[src/design/pfb_pkg.sv]
// Package with constants, words and codes of the page framebuffer fill engine.
`timescale 1ns / 1ps
package pfb_pkg;

  localparam int SCREEN_WIDTH  = 84;
  localparam int SCREEN_HEIGHT = 48;
  localparam int PAGE_COUNT    = (SCREEN_HEIGHT + 7) / 8;
  localparam int STORE_DEPTH   = SCREEN_WIDTH * PAGE_COUNT;
  localparam int ADDR_W        = $clog2(STORE_DEPTH);

  localparam int BYTE_W   = 8;
  localparam int ACTION_W = 2;
  localparam int POS_X_W  = 7;
  localparam int POS_Y_W  = 6;
  localparam int PAGE_W   = POS_Y_W - 3;
  localparam int X_END_W  = POS_X_W + 1;
  localparam int Y_END_W  = POS_Y_W + 1;

  localparam int QUEUE_DEPTH = 2;
  localparam int QPTR_W      = $clog2(QUEUE_DEPTH);
  localparam int QCNT_W      = $clog2(QUEUE_DEPTH + 1);

  localparam logic [ADDR_W-1:0] SCREEN_WIDTH_A = ADDR_W'(SCREEN_WIDTH);
  localparam logic [BYTE_W-1:0] BYTE_ONES      = 8'hFF;
  localparam logic [BYTE_W-1:0] BYTE_ZERO      = 8'h00;

  // Action codes of the command word.
  localparam logic [ACTION_W-1:0] ACT_FILL = 2'd0;
  localparam logic [ACTION_W-1:0] ACT_TEST = 2'd1;
  localparam logic [ACTION_W-1:0] ACT_READ = 2'd2;

  typedef struct packed {
    logic [ACTION_W-1:0] action;
    logic [POS_X_W-1:0]  pos_x;
    logic [POS_Y_W-1:0]  pos_y;
    logic [POS_X_W-1:0]  rect_width;
    logic [POS_Y_W-1:0]  rect_height;
    logic                ink;
  } cmd_word_t;

  typedef struct packed {
    logic              pixel_on;
    logic [BYTE_W-1:0] page_byte;
    logic              outside;
  } rsp_word_t;

  typedef enum logic [1:0] {
    JOB_FILL,
    JOB_TEST,
    JOB_READ
  } job_kind_t;

  // Classified job: addr is the first page base for a fill, the byte address for a query.
  typedef struct packed {
    job_kind_t          kind;
    logic               ink;
    logic [POS_X_W-1:0] x_first;
    logic [POS_X_W-1:0] x_last;
    logic [PAGE_W-1:0]  page_first;
    logic [PAGE_W-1:0]  page_last;
    logic [BYTE_W-1:0]  mask_first;
    logic [BYTE_W-1:0]  mask_last;
    logic [ADDR_W-1:0]  addr;
    logic [2:0]         bit_sel;
    logic               off;
  } job_t;

  typedef enum logic [2:0] {
    ST_CLEAR,
    ST_IDLE,
    ST_FILL,
    ST_FLUSH,
    ST_QUERY
  } back_state_t;

endpackage

[src/design/pfb_queue.sv]
// Short job queue between the front end and the back end.
`timescale 1ns / 1ps
module pfb_queue (
  input  logic          clk,
  input  logic          rst,
  input  logic          push,
  input  pfb_pkg::job_t push_job,
  output logic          full,
  input  logic          pop,
  output logic          head_valid,
  output pfb_pkg::job_t head
);

  pfb_pkg::job_t               slots [pfb_pkg::QUEUE_DEPTH];
  logic [pfb_pkg::QPTR_W-1:0]  wr_ptr;
  logic [pfb_pkg::QPTR_W-1:0]  rd_ptr;
  logic [pfb_pkg::QCNT_W-1:0]  count;

  assign full       = (count == pfb_pkg::QCNT_W'(pfb_pkg::QUEUE_DEPTH));
  assign head_valid = (count != '0);
  assign head       = slots[rd_ptr];

  always_ff @(posedge clk) begin
    if (rst) begin
      wr_ptr <= '0;
      rd_ptr <= '0;
      count  <= '0;
    end else begin
      if (push) begin
        wr_ptr <= wr_ptr + pfb_pkg::QPTR_W'(1);
      end
      if (pop) begin
        rd_ptr <= rd_ptr + pfb_pkg::QPTR_W'(1);
      end
      if (push && !pop) begin
        count <= count + pfb_pkg::QCNT_W'(1);
      end else if (pop && !push) begin
        count <= count - pfb_pkg::QCNT_W'(1);
      end
    end
  end

  always_ff @(posedge clk) begin
    if (push) begin
      slots[wr_ptr] <= push_job;
    end
  end

endmodule

[config.mk]
export PLATFORM = sky130hd
export DESIGN_NAME = pfb_queue
export DESIGN_NICKNAME = d
export VERILOG_FILES = /design/src/design/pfb_pkg.sv /design/src/design/pfb_queue.sv
export SDC_FILE = /design/constraint.sdc
export NUM_CORES = 1
export LEC_CHECK = 0
export BUFFER_PORTS_ARGS = -buffer_cell sky130_fd_sc_hd__buf_2
export CORE_AREA = 4 4 91 93
export CTS_CLUSTER_SIZE = 10
export DETAILED_ROUTE_END_ITERATION = 16
export DIE_AREA = 0 0 95 97
export GPL_TIMING_DRIVEN = 0
export PLACE_DENSITY = 0.9
export REMOVE_ABC_BUFFERS = 1
export SETUP_SLACK_MARGIN = 0.15
export SLEW_MARGIN = 20
export SYNTH_ARGS = -nofsm -noshare
export SYNTH_HDL_FRONTEND = slang
export SYNTH_SLANG_ARGS = --single-unit
export TNS_END_PERCENT = 50
[constraint.sdc]
create_clock -name clk -period 7.7 [get_ports clk]
set_input_delay 1.155 -clock clk [delete_from_list [all_inputs] [get_ports clk]]
set_output_delay 1.155 -clock clk [all_outputs]
set_load 0.02 [all_outputs]
==> flow_metrics.env <==
export IMPL_place_congestion=0.648
export IMPL_postCtsHoldBufs=0
export IMPL_coreArea_um2=7530
export IMPL_ys_warn_count=0
export IMPL_crit_arrival_ns=1.75
export IMPL_ff2ff_setup_slack_ns=6.22
export IMPL_p_leak_nw=1.82
export IMPL_crit_fanout=52
export IMPL_clockRootBuffer="clkbuf_8"
export IMPL_h_tree_depth=3
export IMPL_crit_path_start_kind="flop"
export IMPL_hp_class="flop to flop"
export IMPL_pre_cts_ws_ns=5.15
export IMPL_r2r_start="wr_ptr$_SDFFE_PP0P_"
export IMPL_io_buffers=109
export IMPL_grt_max_degree=53
export IMPL_routed_wl_mm=6.57
export IMPL_final_setup_tns_ns=0
export IMPL_min_to="count[1]$_SDFFE_PP0P_"
export IMPL_viasPerCell=4.91
export IMPL_yosysMostFrequentCell="edfxtp_1"
export IMPL_drc_errors=0
export IMPL_grt_util_all_layers_pct=14.7
export IMPL_grt_antenna_before_repair=0
export IMPL_cts_clk_slew_worst_paths_ns=0.09
export IMPL_dieArea_um2=9220
export IMPL_synthToLayoutAreaGrowth_pct=21.9
export IMPL_nNetsFinal=357
export IMPL_ir_drop_mv=0.141
export IMPL_routed_top_layer="met4"
export IMPL_min_delay_start="count[1]$_SDFFE_PP0P_"
export IMPL_ant_nets=0
export IMPL_ys_top_cells_by_count="edfxtp_1, mux2_2, buf_6, dfxtp_1, nor2_1"
export IMPL_rsz0062_at_grt="no"
export IMPL_syn_avg_cell_area_um2=21.6
export IMPL_vias=1997
export IMPL_synth_edf_count=104
export IMPL_synth_area_leaders="edfxtp_1, mux2_2, dfxtp_1"
export IMPL_tightestPinTransition_ns=0.706
export IMPL_synth_async_sr_flop_share_pct=0
export IMPL_fin_ws_ns=4.79
export IMPL_drt_first_pass_iters=4
export IMPL_grt_pass1_vias=2116
export IMPL_wl_met3_um=462
export IMPL_ys_seq_area_share_pct=81.0
export IMPL_die_w_um=95
export IMPL_cts_resized=0
export IMPL_period_needed_ns=2.91
export IMPL_grt_pass1_wl_mm=10.3
export IMPL_fin_crit_sh_pct=37.8
export IMPL_rows=32
export IMPL_r2r_end="slots[0][27]$_DFFE_PP_"
export IMPL_cts_buffers=9
export IMPL_maxCapViolCount=0
export IMPL_syn_inst=184
export IMPL_routedWlPerCell_um=16.1
export IMPL_slew_headroom_pct=53.0
export IMPL_synth_top_area_share_pct=78.5
export IMPL_drv_slew=0
export IMPL_required_ns=6.55
export IMPL_antenna_cells=0
export IMPL_crit_type="flop to output pin"
export IMPL_r2r_cells=3
export IMPL_whs_path_depth=2
export IMPL_drive_above_1_share_pct=59.7
export IMPL_end_kind="output pin"
export IMPL_yosys_register_bits=109
export IMPL_yosysUniqueCellTypes=17
export IMPL_ys_flop_type="edfxtp_1"
export IMPL_clk_latency_ns=0.35
export IMPL_die_h_um=97
export IMPL_drt_initial_drc_count=55
export IMPL_fmax_mhz=344
export IMPL_initial_utilization_pct=52.9
export IMPL_hold_viol=0
export IMPL_dpl_hpwl_mm=4.44
export IMPL_clock_sinks=109
export IMPL_synth_top_cell_by_area="edfxtp_1"
export IMPL_post_cts_buffers=0
export IMPL_p_per_area_nw_per_um2=246
export IMPL_num_io_pins=110
export IMPL_syn_area_um2=3980
export IMPL_wl_met1_mm=2.44
export IMPL_met2WireLength_mm=3.59
export IMPL_setup_viol=0
export IMPL_clk_path_buf_depth=2
export IMPL_cts_tree="yes"
export IMPL_overflow=0
export IMPL_status="complete, no violations"
export IMPL_skew_ns=0.0130
per-layer routing:
layer / track usage (%) / up-vias
met1: 16.0 / 975
met5: 0 / -
met2: 26.7 / 67
met4: 5.33 / 0
li1: - / 946
met3: 4.28 / 9
power breakdown:
group	total, mW	switching [mW]	internal [mW]
clock	0.327	0.176	0.151
sequential	0.710	0.0199	0.690
combinational	0.159	0.0882	0.0709
total	1.20	0.284	0.912
cell usage in the layout, fill, tap and decap left out:
cell type,instances
xor2_1,2
mux2_2,52
and2b_2,1
nor2b_4,1
nor2_1,4
a21oi_1,1
clkbuf_8,9
edfxtp_1,104
o21ai_0,1
or2_2,1
xnor2_1,2
or3_1,1
ha_1,1
buf_2,109
inv_1,1
buf_16,2
dfxtp_4,1
and2_4,1
clkinvlp_4,3
bufinv_16,1
clkinv_4,1
clkbuf_1,2
dfxtp_1,4
stage by stage:
step / area, um2 / hold WS [ns] / utilization (%) / cells / total power [mW]
floorplan: 3920 / 0.456 / - / 178 / 0.818
global placement: 4590 / 0.480 / 61.0 / 389 / 0.878
detailed placement: 4660 / 0.490 / 61.9 / 391 / 0.885
CTS: 4850 / 0.503 / 64.5 / 407 / 1.21
global route: 4850 / 0.546 / 64.5 / 407 / 1.25
finish: 4850 / 0.501 / 64.5 / 407 / 1.20
worst max-delay path by stage:
stage,cells after the start,start,to,slack [ns]
after floorplan,1,push,slots[0][0]$_DFFE_PP_,3.78
after global placement,2,push,slots[0][17]$_DFFE_PP_,2.41
after detailed placement,2,flop,head[17],5.15
after CTS,2,flop,head[22],4.74
after global routing,2,flop,head[22],4.69
final,2,flop,head[17],4.79
flip-flops by register name, indices dropped and copies added (netlist names), named ones only:
signal  flops
slots     104
count       2
rd_ptr      1
wr_ptr      1
layout make-up:
| cell class | count | area [um2] |
|---|---|---|
| clock buffers | 11 | 131 |
| clock inverters | 5 | 61.3 |
| fillers | 571 | 2670 |
| inverters | 1 | 3.75 |
| multi-input cells | 68 | 702 |
| flip-flops and latches | 109 | 3230 |
| well taps | 102 | 128 |
| repair buffers | 111 | 601 |
worst max-delay path, cell delays in order (launching register included):
cell and delay (ns):
dfxtp_4 0.81, mux2_2 0.41, buf_2 0.17
kinds of logic (layout without fill, tap and decap cells):
group           Yosys count  in the layout  synth area share [%]
simple gates              9              9                  1.23
fa+ha+maj                 1              1                 0.314
compound gates            2              2                 0.251
mux                      52             52                  14.7
xor+xnor                  4              4                 0.880
flops                   109            109                  81.0
buf+inv                   7            128                  1.63
Note: power is estimated with default switching activity, not from simulation.
