[src/design/pfb_pkg.sv]
// Package with constants, words and codes of the page framebuffer fill engine.
`timescale 1ns / 1ps
package pfb_pkg;

  localparam int SCREEN_WIDTH  = 84;
  localparam int SCREEN_HEIGHT = 48;
  localparam int PAGE_COUNT    = (SCREEN_HEIGHT + 7) / 8;
  localparam int STORE_DEPTH   = SCREEN_WIDTH * PAGE_COUNT;
  localparam int ADDR_W        = $clog2(STORE_DEPTH);

  localparam int BYTE_W   = 8;
  localparam int ACTION_W = 2;
  localparam int POS_X_W  = 7;
  localparam int POS_Y_W  = 6;
  localparam int PAGE_W   = POS_Y_W - 3;
  localparam int X_END_W  = POS_X_W + 1;
  localparam int Y_END_W  = POS_Y_W + 1;

  localparam int QUEUE_DEPTH = 2;
  localparam int QPTR_W      = $clog2(QUEUE_DEPTH);
  localparam int QCNT_W      = $clog2(QUEUE_DEPTH + 1);

  localparam logic [ADDR_W-1:0] SCREEN_WIDTH_A = ADDR_W'(SCREEN_WIDTH);
  localparam logic [BYTE_W-1:0] BYTE_ONES      = 8'hFF;
  localparam logic [BYTE_W-1:0] BYTE_ZERO      = 8'h00;

  // Action codes of the command word.
  localparam logic [ACTION_W-1:0] ACT_FILL = 2'd0;
  localparam logic [ACTION_W-1:0] ACT_TEST = 2'd1;
  localparam logic [ACTION_W-1:0] ACT_READ = 2'd2;

  typedef struct packed {
    logic [ACTION_W-1:0] action;
    logic [POS_X_W-1:0]  pos_x;
    logic [POS_Y_W-1:0]  pos_y;
    logic [POS_X_W-1:0]  rect_width;
    logic [POS_Y_W-1:0]  rect_height;
    logic                ink;
  } cmd_word_t;

  typedef struct packed {
    logic              pixel_on;
    logic [BYTE_W-1:0] page_byte;
    logic              outside;
  } rsp_word_t;

  typedef enum logic [1:0] {
    JOB_FILL,
    JOB_TEST,
    JOB_READ
  } job_kind_t;

  // Classified job: addr is the first page base for a fill, the byte address for a query.
  typedef struct packed {
    job_kind_t          kind;
    logic               ink;
    logic [POS_X_W-1:0] x_first;
    logic [POS_X_W-1:0] x_last;
    logic [PAGE_W-1:0]  page_first;
    logic [PAGE_W-1:0]  page_last;
    logic [BYTE_W-1:0]  mask_first;
    logic [BYTE_W-1:0]  mask_last;
    logic [ADDR_W-1:0]  addr;
    logic [2:0]         bit_sel;
    logic               off;
  } job_t;

  typedef enum logic [2:0] {
    ST_CLEAR,
    ST_IDLE,
    ST_FILL,
    ST_FLUSH,
    ST_QUERY
  } back_state_t;

endpackage

[src/design/pfb_front.sv]
// Front end: accepts command words, clips rectangles and classifies them into jobs.
`timescale 1ns / 1ps
module pfb_front (
  input  logic               cmd_valid,
  output logic               cmd_stall,
  input  pfb_pkg::cmd_word_t cmd,
  input  logic               queue_full,
  input  logic               clearing,
  output logic               push,
  output pfb_pkg::job_t      job
);

  logic [pfb_pkg::X_END_W-1:0] x_end;
  logic [pfb_pkg::X_END_W-1:0] x_lim;
  logic [pfb_pkg::X_END_W-1:0] x_last_ext;
  logic [pfb_pkg::Y_END_W-1:0] y_end;
  logic [pfb_pkg::Y_END_W-1:0] y_lim;
  logic [pfb_pkg::Y_END_W-1:0] y_last_ext;
  logic [pfb_pkg::ADDR_W-1:0]  page_base;
  logic                        empty;
  logic                        keep;

  assign cmd_stall = queue_full | clearing;

  always_comb begin
    x_end = {1'b0, cmd.pos_x} + {1'b0, cmd.rect_width};
    y_end = {1'b0, cmd.pos_y} + {1'b0, cmd.rect_height};
    x_lim = (x_end > pfb_pkg::X_END_W'(pfb_pkg::SCREEN_WIDTH)) ?
            pfb_pkg::X_END_W'(pfb_pkg::SCREEN_WIDTH) : x_end;
    y_lim = (y_end > pfb_pkg::Y_END_W'(pfb_pkg::SCREEN_HEIGHT)) ?
            pfb_pkg::Y_END_W'(pfb_pkg::SCREEN_HEIGHT) : y_end;
    x_last_ext = x_lim - pfb_pkg::X_END_W'(1);
    y_last_ext = y_lim - pfb_pkg::Y_END_W'(1);
    empty = (cmd.rect_width == '0) || (cmd.rect_height == '0) ||
            ({1'b0, cmd.pos_x} >= x_lim) || ({1'b0, cmd.pos_y} >= y_lim);
    page_base = pfb_pkg::ADDR_W'(cmd.pos_y[pfb_pkg::POS_Y_W-1:3]) * pfb_pkg::SCREEN_WIDTH_A;

    job.kind       = pfb_pkg::JOB_FILL;
    job.ink        = cmd.ink;
    job.x_first    = cmd.pos_x;
    job.x_last     = x_last_ext[pfb_pkg::POS_X_W-1:0];
    job.page_first = cmd.pos_y[pfb_pkg::POS_Y_W-1:3];
    job.page_last  = y_last_ext[pfb_pkg::POS_Y_W-1:3];
    job.mask_first = pfb_pkg::BYTE_ONES << cmd.pos_y[2:0];
    job.mask_last  = pfb_pkg::BYTE_ONES >> (3'd7 - y_last_ext[2:0]);
    job.addr       = page_base;
    job.bit_sel    = cmd.pos_y[2:0];
    job.off        = ({1'b0, cmd.pos_x} >= pfb_pkg::X_END_W'(pfb_pkg::SCREEN_WIDTH)) ||
                     ({1'b0, cmd.pos_y} >= pfb_pkg::Y_END_W'(pfb_pkg::SCREEN_HEIGHT));
    keep           = 1'b0;

    // Empty or fully clipped fills and the unused action are taken and dropped here.
    unique case (cmd.action)
      pfb_pkg::ACT_FILL: begin
        keep = !empty;
      end
      pfb_pkg::ACT_TEST: begin
        keep      = 1'b1;
        job.kind  = pfb_pkg::JOB_TEST;
        job.addr  = page_base + pfb_pkg::ADDR_W'(cmd.pos_x);
      end
      pfb_pkg::ACT_READ: begin
        keep      = 1'b1;
        job.kind  = pfb_pkg::JOB_READ;
        job.addr  = page_base + pfb_pkg::ADDR_W'(cmd.pos_x);
      end
      default: begin
        keep = 1'b0;
      end
    endcase

    push = cmd_valid && !cmd_stall && keep;
  end

endmodule

[config.mk]
export PLATFORM = sky130hd
export DESIGN_NAME = pfb_front
export DESIGN_NICKNAME = d
export VERILOG_FILES = /design/src/design/pfb_pkg.sv /design/src/design/pfb_front.sv
export SDC_FILE = /design/constraint.sdc
export NUM_CORES = 1
export LEC_CHECK = 0
export ABC_AREA = 1
export BUFFER_PORTS_ARGS = -buffer_cell sky130_fd_sc_hd__buf_2
export CORE_MARGIN = 1
export CORE_UTILIZATION = 50
export DETAILED_ROUTE_END_ITERATION = 10
export GPL_TIMING_DRIVEN = 0
export PLACE_DENSITY = 0.88
export SYNTH_ARGS = -nofsm -noshare
export SYNTH_HDL_FRONTEND = slang
export SYNTH_SLANG_ARGS = --single-unit
[constraint.sdc]
create_clock -name vclk -period 5.7
set_clock_uncertainty 0.2 [all_clocks]
set_input_delay 1.14 -clock vclk [all_inputs]
set_output_delay 1.14 -clock vclk [all_outputs]
set_load 0.05 [all_outputs]
==> results of run 1 <==
[logic make-up after synthesis]
group / Yosys count / share of synthesized area, %
XOR/XNOR: 15 / 7.00
adder cells (fa/ha/maj): 44 / 30.5
AO/OA/AOI/OAI: 32 / 10.3
AND/OR/NAND/NOR: 132 / 34.0
other: 1 / 0.200
buffers and inverters: 74 / 18.0
[Yosys cell counts, types with 2 or more instances]
cell     number
a21oi_2       2
nand2_2       4
xor2_1       10
nand2_4       3
o21ai_0       8
o31ai_1       2
inv_1        54
nand3_1      15
nand4_1       5
inv_2         3
nor3_1        4
nand3_2       3
buf_4        16
a21oi_1      12
o21ai_2       2
xnor2_1       5
nor2_1       22
or2_2         3
nand2_1      66
ha_1         41
fa_1          3
[per-stage QoR]
step | worst slack [ps] | area (um2) | cells | hold slack (ps)
after CTS | 177 | 2350 | 428 | 2380
after floorplan | 156 | 1880 | 299 | 2240
after global routing | 25.8 | 2360 | 428 | 2380
final | 253 | 2360 | 428 | 2380
after global placement | 230 | 2350 | 428 | 2380
after detailed placement | 189 | 2350 | 428 | 2380
[worst paths after layout]
| check | start | endpoint | slack (ps) | depth (start not counted) |
|---|---|---|---|---|
| max | cmd[14] | push | 250 | 18 |
| min | cmd[0] | job[49] | 2380 | 2 |
[power by group]
group | total, uW | internal, uW | leakage [uW] | switching (uW)
Clock | 0 | 0 | 0 | 0
Sequential | 0 | 0 | 0 | 0
Combinational | 544 | 146 | 0.00146 | 397
[worst max-delay path, stage by stage]
cell	delay (ps)
buf_2	140
ha_1	220
fa_1	410
xor2_1	200
or2_2	300
nor3_1	220
o21ai_2	110
inv_2	90
nand2_4	70
ha_1	190
nand3_1	80
nand4_1	80
a211oi_1	220
o31ai_1	110
a21oi_1	120
nand2_1	80
a21oi_2	110
buf_4	210
[layout make-up]
class | instances | area (um2)
plain buffers | 16 | 120
fillers | 327 | 1110
inverters | 58 | 218
multi-input cells | 225 | 1540
well taps | 46 | 57.6
repair buffers | 83 | 418
[routing by layer]
layer | wire [um] | vias up
met5 | 0 | -
met4 | 0 | 0
met3 | 241 | 0
met2 | 2210 | 65
met1 | 2120 | 888
li1 | - | 1107
[repair_timing]
item                       CTS  global route
resized for setup            0             2
hold buffers                 0             0
setup endpoints to repair    0             1
==> flow_summary.yaml, run 1 <==
status:
  status: "completed"
global_route:
  grt_pass1_vias: 1823
  use_met1_pct: 27.8
  grt_busiest_layer: "met2"
  grt.met2_usage_pct: 44.4
  grt_pass1_wl_um: 7500
  track_usage_pct: 22.4
  use_met3_pct: 0.906
  grt_max_degree: 11
  grt_antenna_before_repair: 0
  gr-total-overflow: 0
min_path:
  hp-class: "input pin to output port"
timing:
  rsz0062_at_grt: "no"
  layout_worst_path_cycle_share_pct: 95.6
  post-route-min-period_ps: 5450
  tns_ps: 0
  setup_viol: 0
  slew_violations: 0
  hold_viol_final: 0
  max_freq_mhz: 184
power_and_ir_drop:
  p_per_area_nw_per_um2: 231
  ir_worst_vdd_mv: 0.109
  power_uw: 544
  leakagePower_uw: 0.00146
worst_setup_path:
  criticalPathCategory: "input pin to output port"
  critPathArrivalTime_ps: 4110
  endpoint_kind: "output port"
  crit_path_start_kind: "input pin"
  path_max_fanout: 7
  required_ps: 4360
cells_and_area:
  area_growth_pct: 25.5
  antenna_cells: 0
  nClkBuffers: 0
  layout_commonest_cell: "buf_2"
  layout_common_cells: "82 x buf_2, 66 x nand2_1, 54 x inv_1"
  seq_cells: 0
  fin_util_pct: 68.0
  ff_latch_area_um2: 0
  final_nets: 460
  drive_above_1_share_pct: 32.5
logic_synthesis:
  synthCells: 298
  ys_warn_count: 0
  yosysUniqueCellTypes: 36
  synth_top_area_cell: "ha_1"
  avgSynthCellArea_um2: 6.30
  yosysSeqAreaShare_pct: 0
  synthTopCellsByArea: "ha_1 27%, nand2_1 13%, inv_1 11%"
  yosys.area.top_type_share_pct: 27.3
  synthesis.area_um2: 1880
routing:
  via_count: 2060
  postRouteAntennaNets: 0
  wl_per_cell_um: 10.7
  dr.pass1.iters: 4
  drc_errors: 0
  vias_per_cell: 4.81
  drtIter0Drc: 58
  wirelength_um: 4560
die:
  start_util_pct: 54.1
  rows: 21
  die_y_um: 63.3
  die_w_um: 63.3
  dieArea_um2: 4000
  core_um2: 3470
  ioPinCount: 86
place:
  port_buffers: 83
  hpwl_um: 4010
  gp_congestion: 0.883
job:
  drv_cap: 0
clock_tree:
  cts_setup_buffers: 0
No activity file was read; power rests on OpenSTA's default activity.
==> inputs of run 2 (changes only) <==
--- a/config.mk
+++ b/config.mk
@@ -10,7 +10,6 @@
 export CORE_MARGIN = 1
 export CORE_UTILIZATION = 50
 export DETAILED_ROUTE_END_ITERATION = 10
-export GPL_TIMING_DRIVEN = 0
 export PLACE_DENSITY = 0.88
 export SYNTH_ARGS = -nofsm -noshare
 export SYNTH_HDL_FRONTEND = slang
==> flow_summary.yaml, run 2 (synthesis gave the netlist of run 1 again) <==
status:
  status: "completed"
worst_setup_path:
  critPathArrivalTime_ps: 4120
  criticalPathCategory: "input pin to output port"
  crit_path_start_kind: "input pin"
  path_max_fanout: 7
  required_ps: 4360
  endpoint_kind: "output port"
die:
  die_y_um: 63.3
  die_w_um: 63.3
  start_util_pct: 54.1
  ioPinCount: 86
  dieArea_um2: 4000
  core_um2: 3470
  rows: 21
place:
  hpwl_um: 3790
  gp_congestion: 0.924
  port_buffers: 82
  placed_area_um2: 2230
  pre_cts_slack_ps: 248
power_and_ir_drop:
  p_per_area_nw_per_um2: 239
  leakagePower_uw: 0.00138
  power_uw: 534
  ir_worst_vdd_mv: 0.113
routing:
  wl_per_cell_um: 10.6
  wirelength_um: 4370
  via_count: 2061
  postRouteAntennaNets: 0
  drc_errors: 0
  dr.pass1.iters: 4
  drtIter0Drc: 70
  vias_per_cell: 5.01
timing:
  setup_viol: 0
  post-route-min-period_ps: 5460
  max_freq_mhz: 183
  hold_viol_final: 0
  setup_ws_ps: 244
  rsz0062_at_grt: "no"
  layout_worst_path_cycle_share_pct: 95.7
  holdWs_ps: 2080
  slew_violations: 0
  tns_ps: 0
cells_and_area:
  nClkBuffers: 0
  area_growth_pct: 18.7
  final_nets: 443
  antenna_cells: 0
  layout_commonest_cell: "buf_2"
  seq_cells: 0
  fin_area_um2: 2230
  layout_common_cells: "82 x buf_2, 66 x nand2_1, 54 x inv_1"
  drive_above_1_share_pct: 29.3
  fill_cells: 342
  ff_latch_area_um2: 0
global_route:
  grt_pass1_wl_um: 7360
  gr-total-overflow: 0
  grt_max_degree: 11
  track_usage_pct: 21.6
  grt_pass1_vias: 1841
  grt_antenna_before_repair: 0
clock_tree:
  hold_buffers: 0
  cts_resized: 0
  cts_setup_buffers: 0
min_path:
  hold_end: "job[49]"
  hp-class: "input pin to output port"
  whs_path_depth: 0
  min_from: "cmd[0]"
job:
  drv_cap: 0
==> run 2: where the power goes <==
group          total, uW  internal [uW]  switching, uW
Sequential             0              0              0
Clock                  0              0              0
Combinational        534            140            394
Total                534            140            394
==> run 2: area by class of cell <==
type	instances	area (um2)	share of cell area [%]
repair buffers	82	410	18.4
well taps	46	57.6	2.58
inverters	58	218	9.76
multi-input cells	225	1540	69.2
==> run 2: worst max-delay path by stage <==
stage	from	endpoint	depth (start not counted)
after detailed placement	cmd[14]	push	18
after global routing	cmd[14]	push	18
after floorplan	cmd[1]	job[18]	13
final	cmd[14]	push	18
after global placement	cmd[14]	push	18
after CTS	cmd[14]	push	18
==> run 2: per-stage QoR <==
step           util, %  std cells
2_1_floorplan        -        299
4_1_cts           64.3        411
6_report          64.3        411
3_5_place_dp      64.3        411
5_1_grt           64.3        411
3_3_place_gp      64.3        411
==> run 2: worst max-delay path, stage by stage <==
cell      delay (ps)
buf_2            140
ha_1             210
fa_1             400
xor2_1           190
or2_2            300
nor3_1           220
o21ai_2          110
inv_2             90
nand2_4           70
ha_1             190
nand3_1           70
nand4_1           90
a211oi_1         190
o31ai_1          100
a21oi_1          120
nand2_1           70
a21oi_2          130
buf_2            280
==> run 2: per-layer routing <==
metal  share of wire (%)  global-route usage, %
met1                  47                   28.1
met2                  47                   40.2
met3                 5.5                   1.27
met4                0.73                   1.42
met5                   0                      0
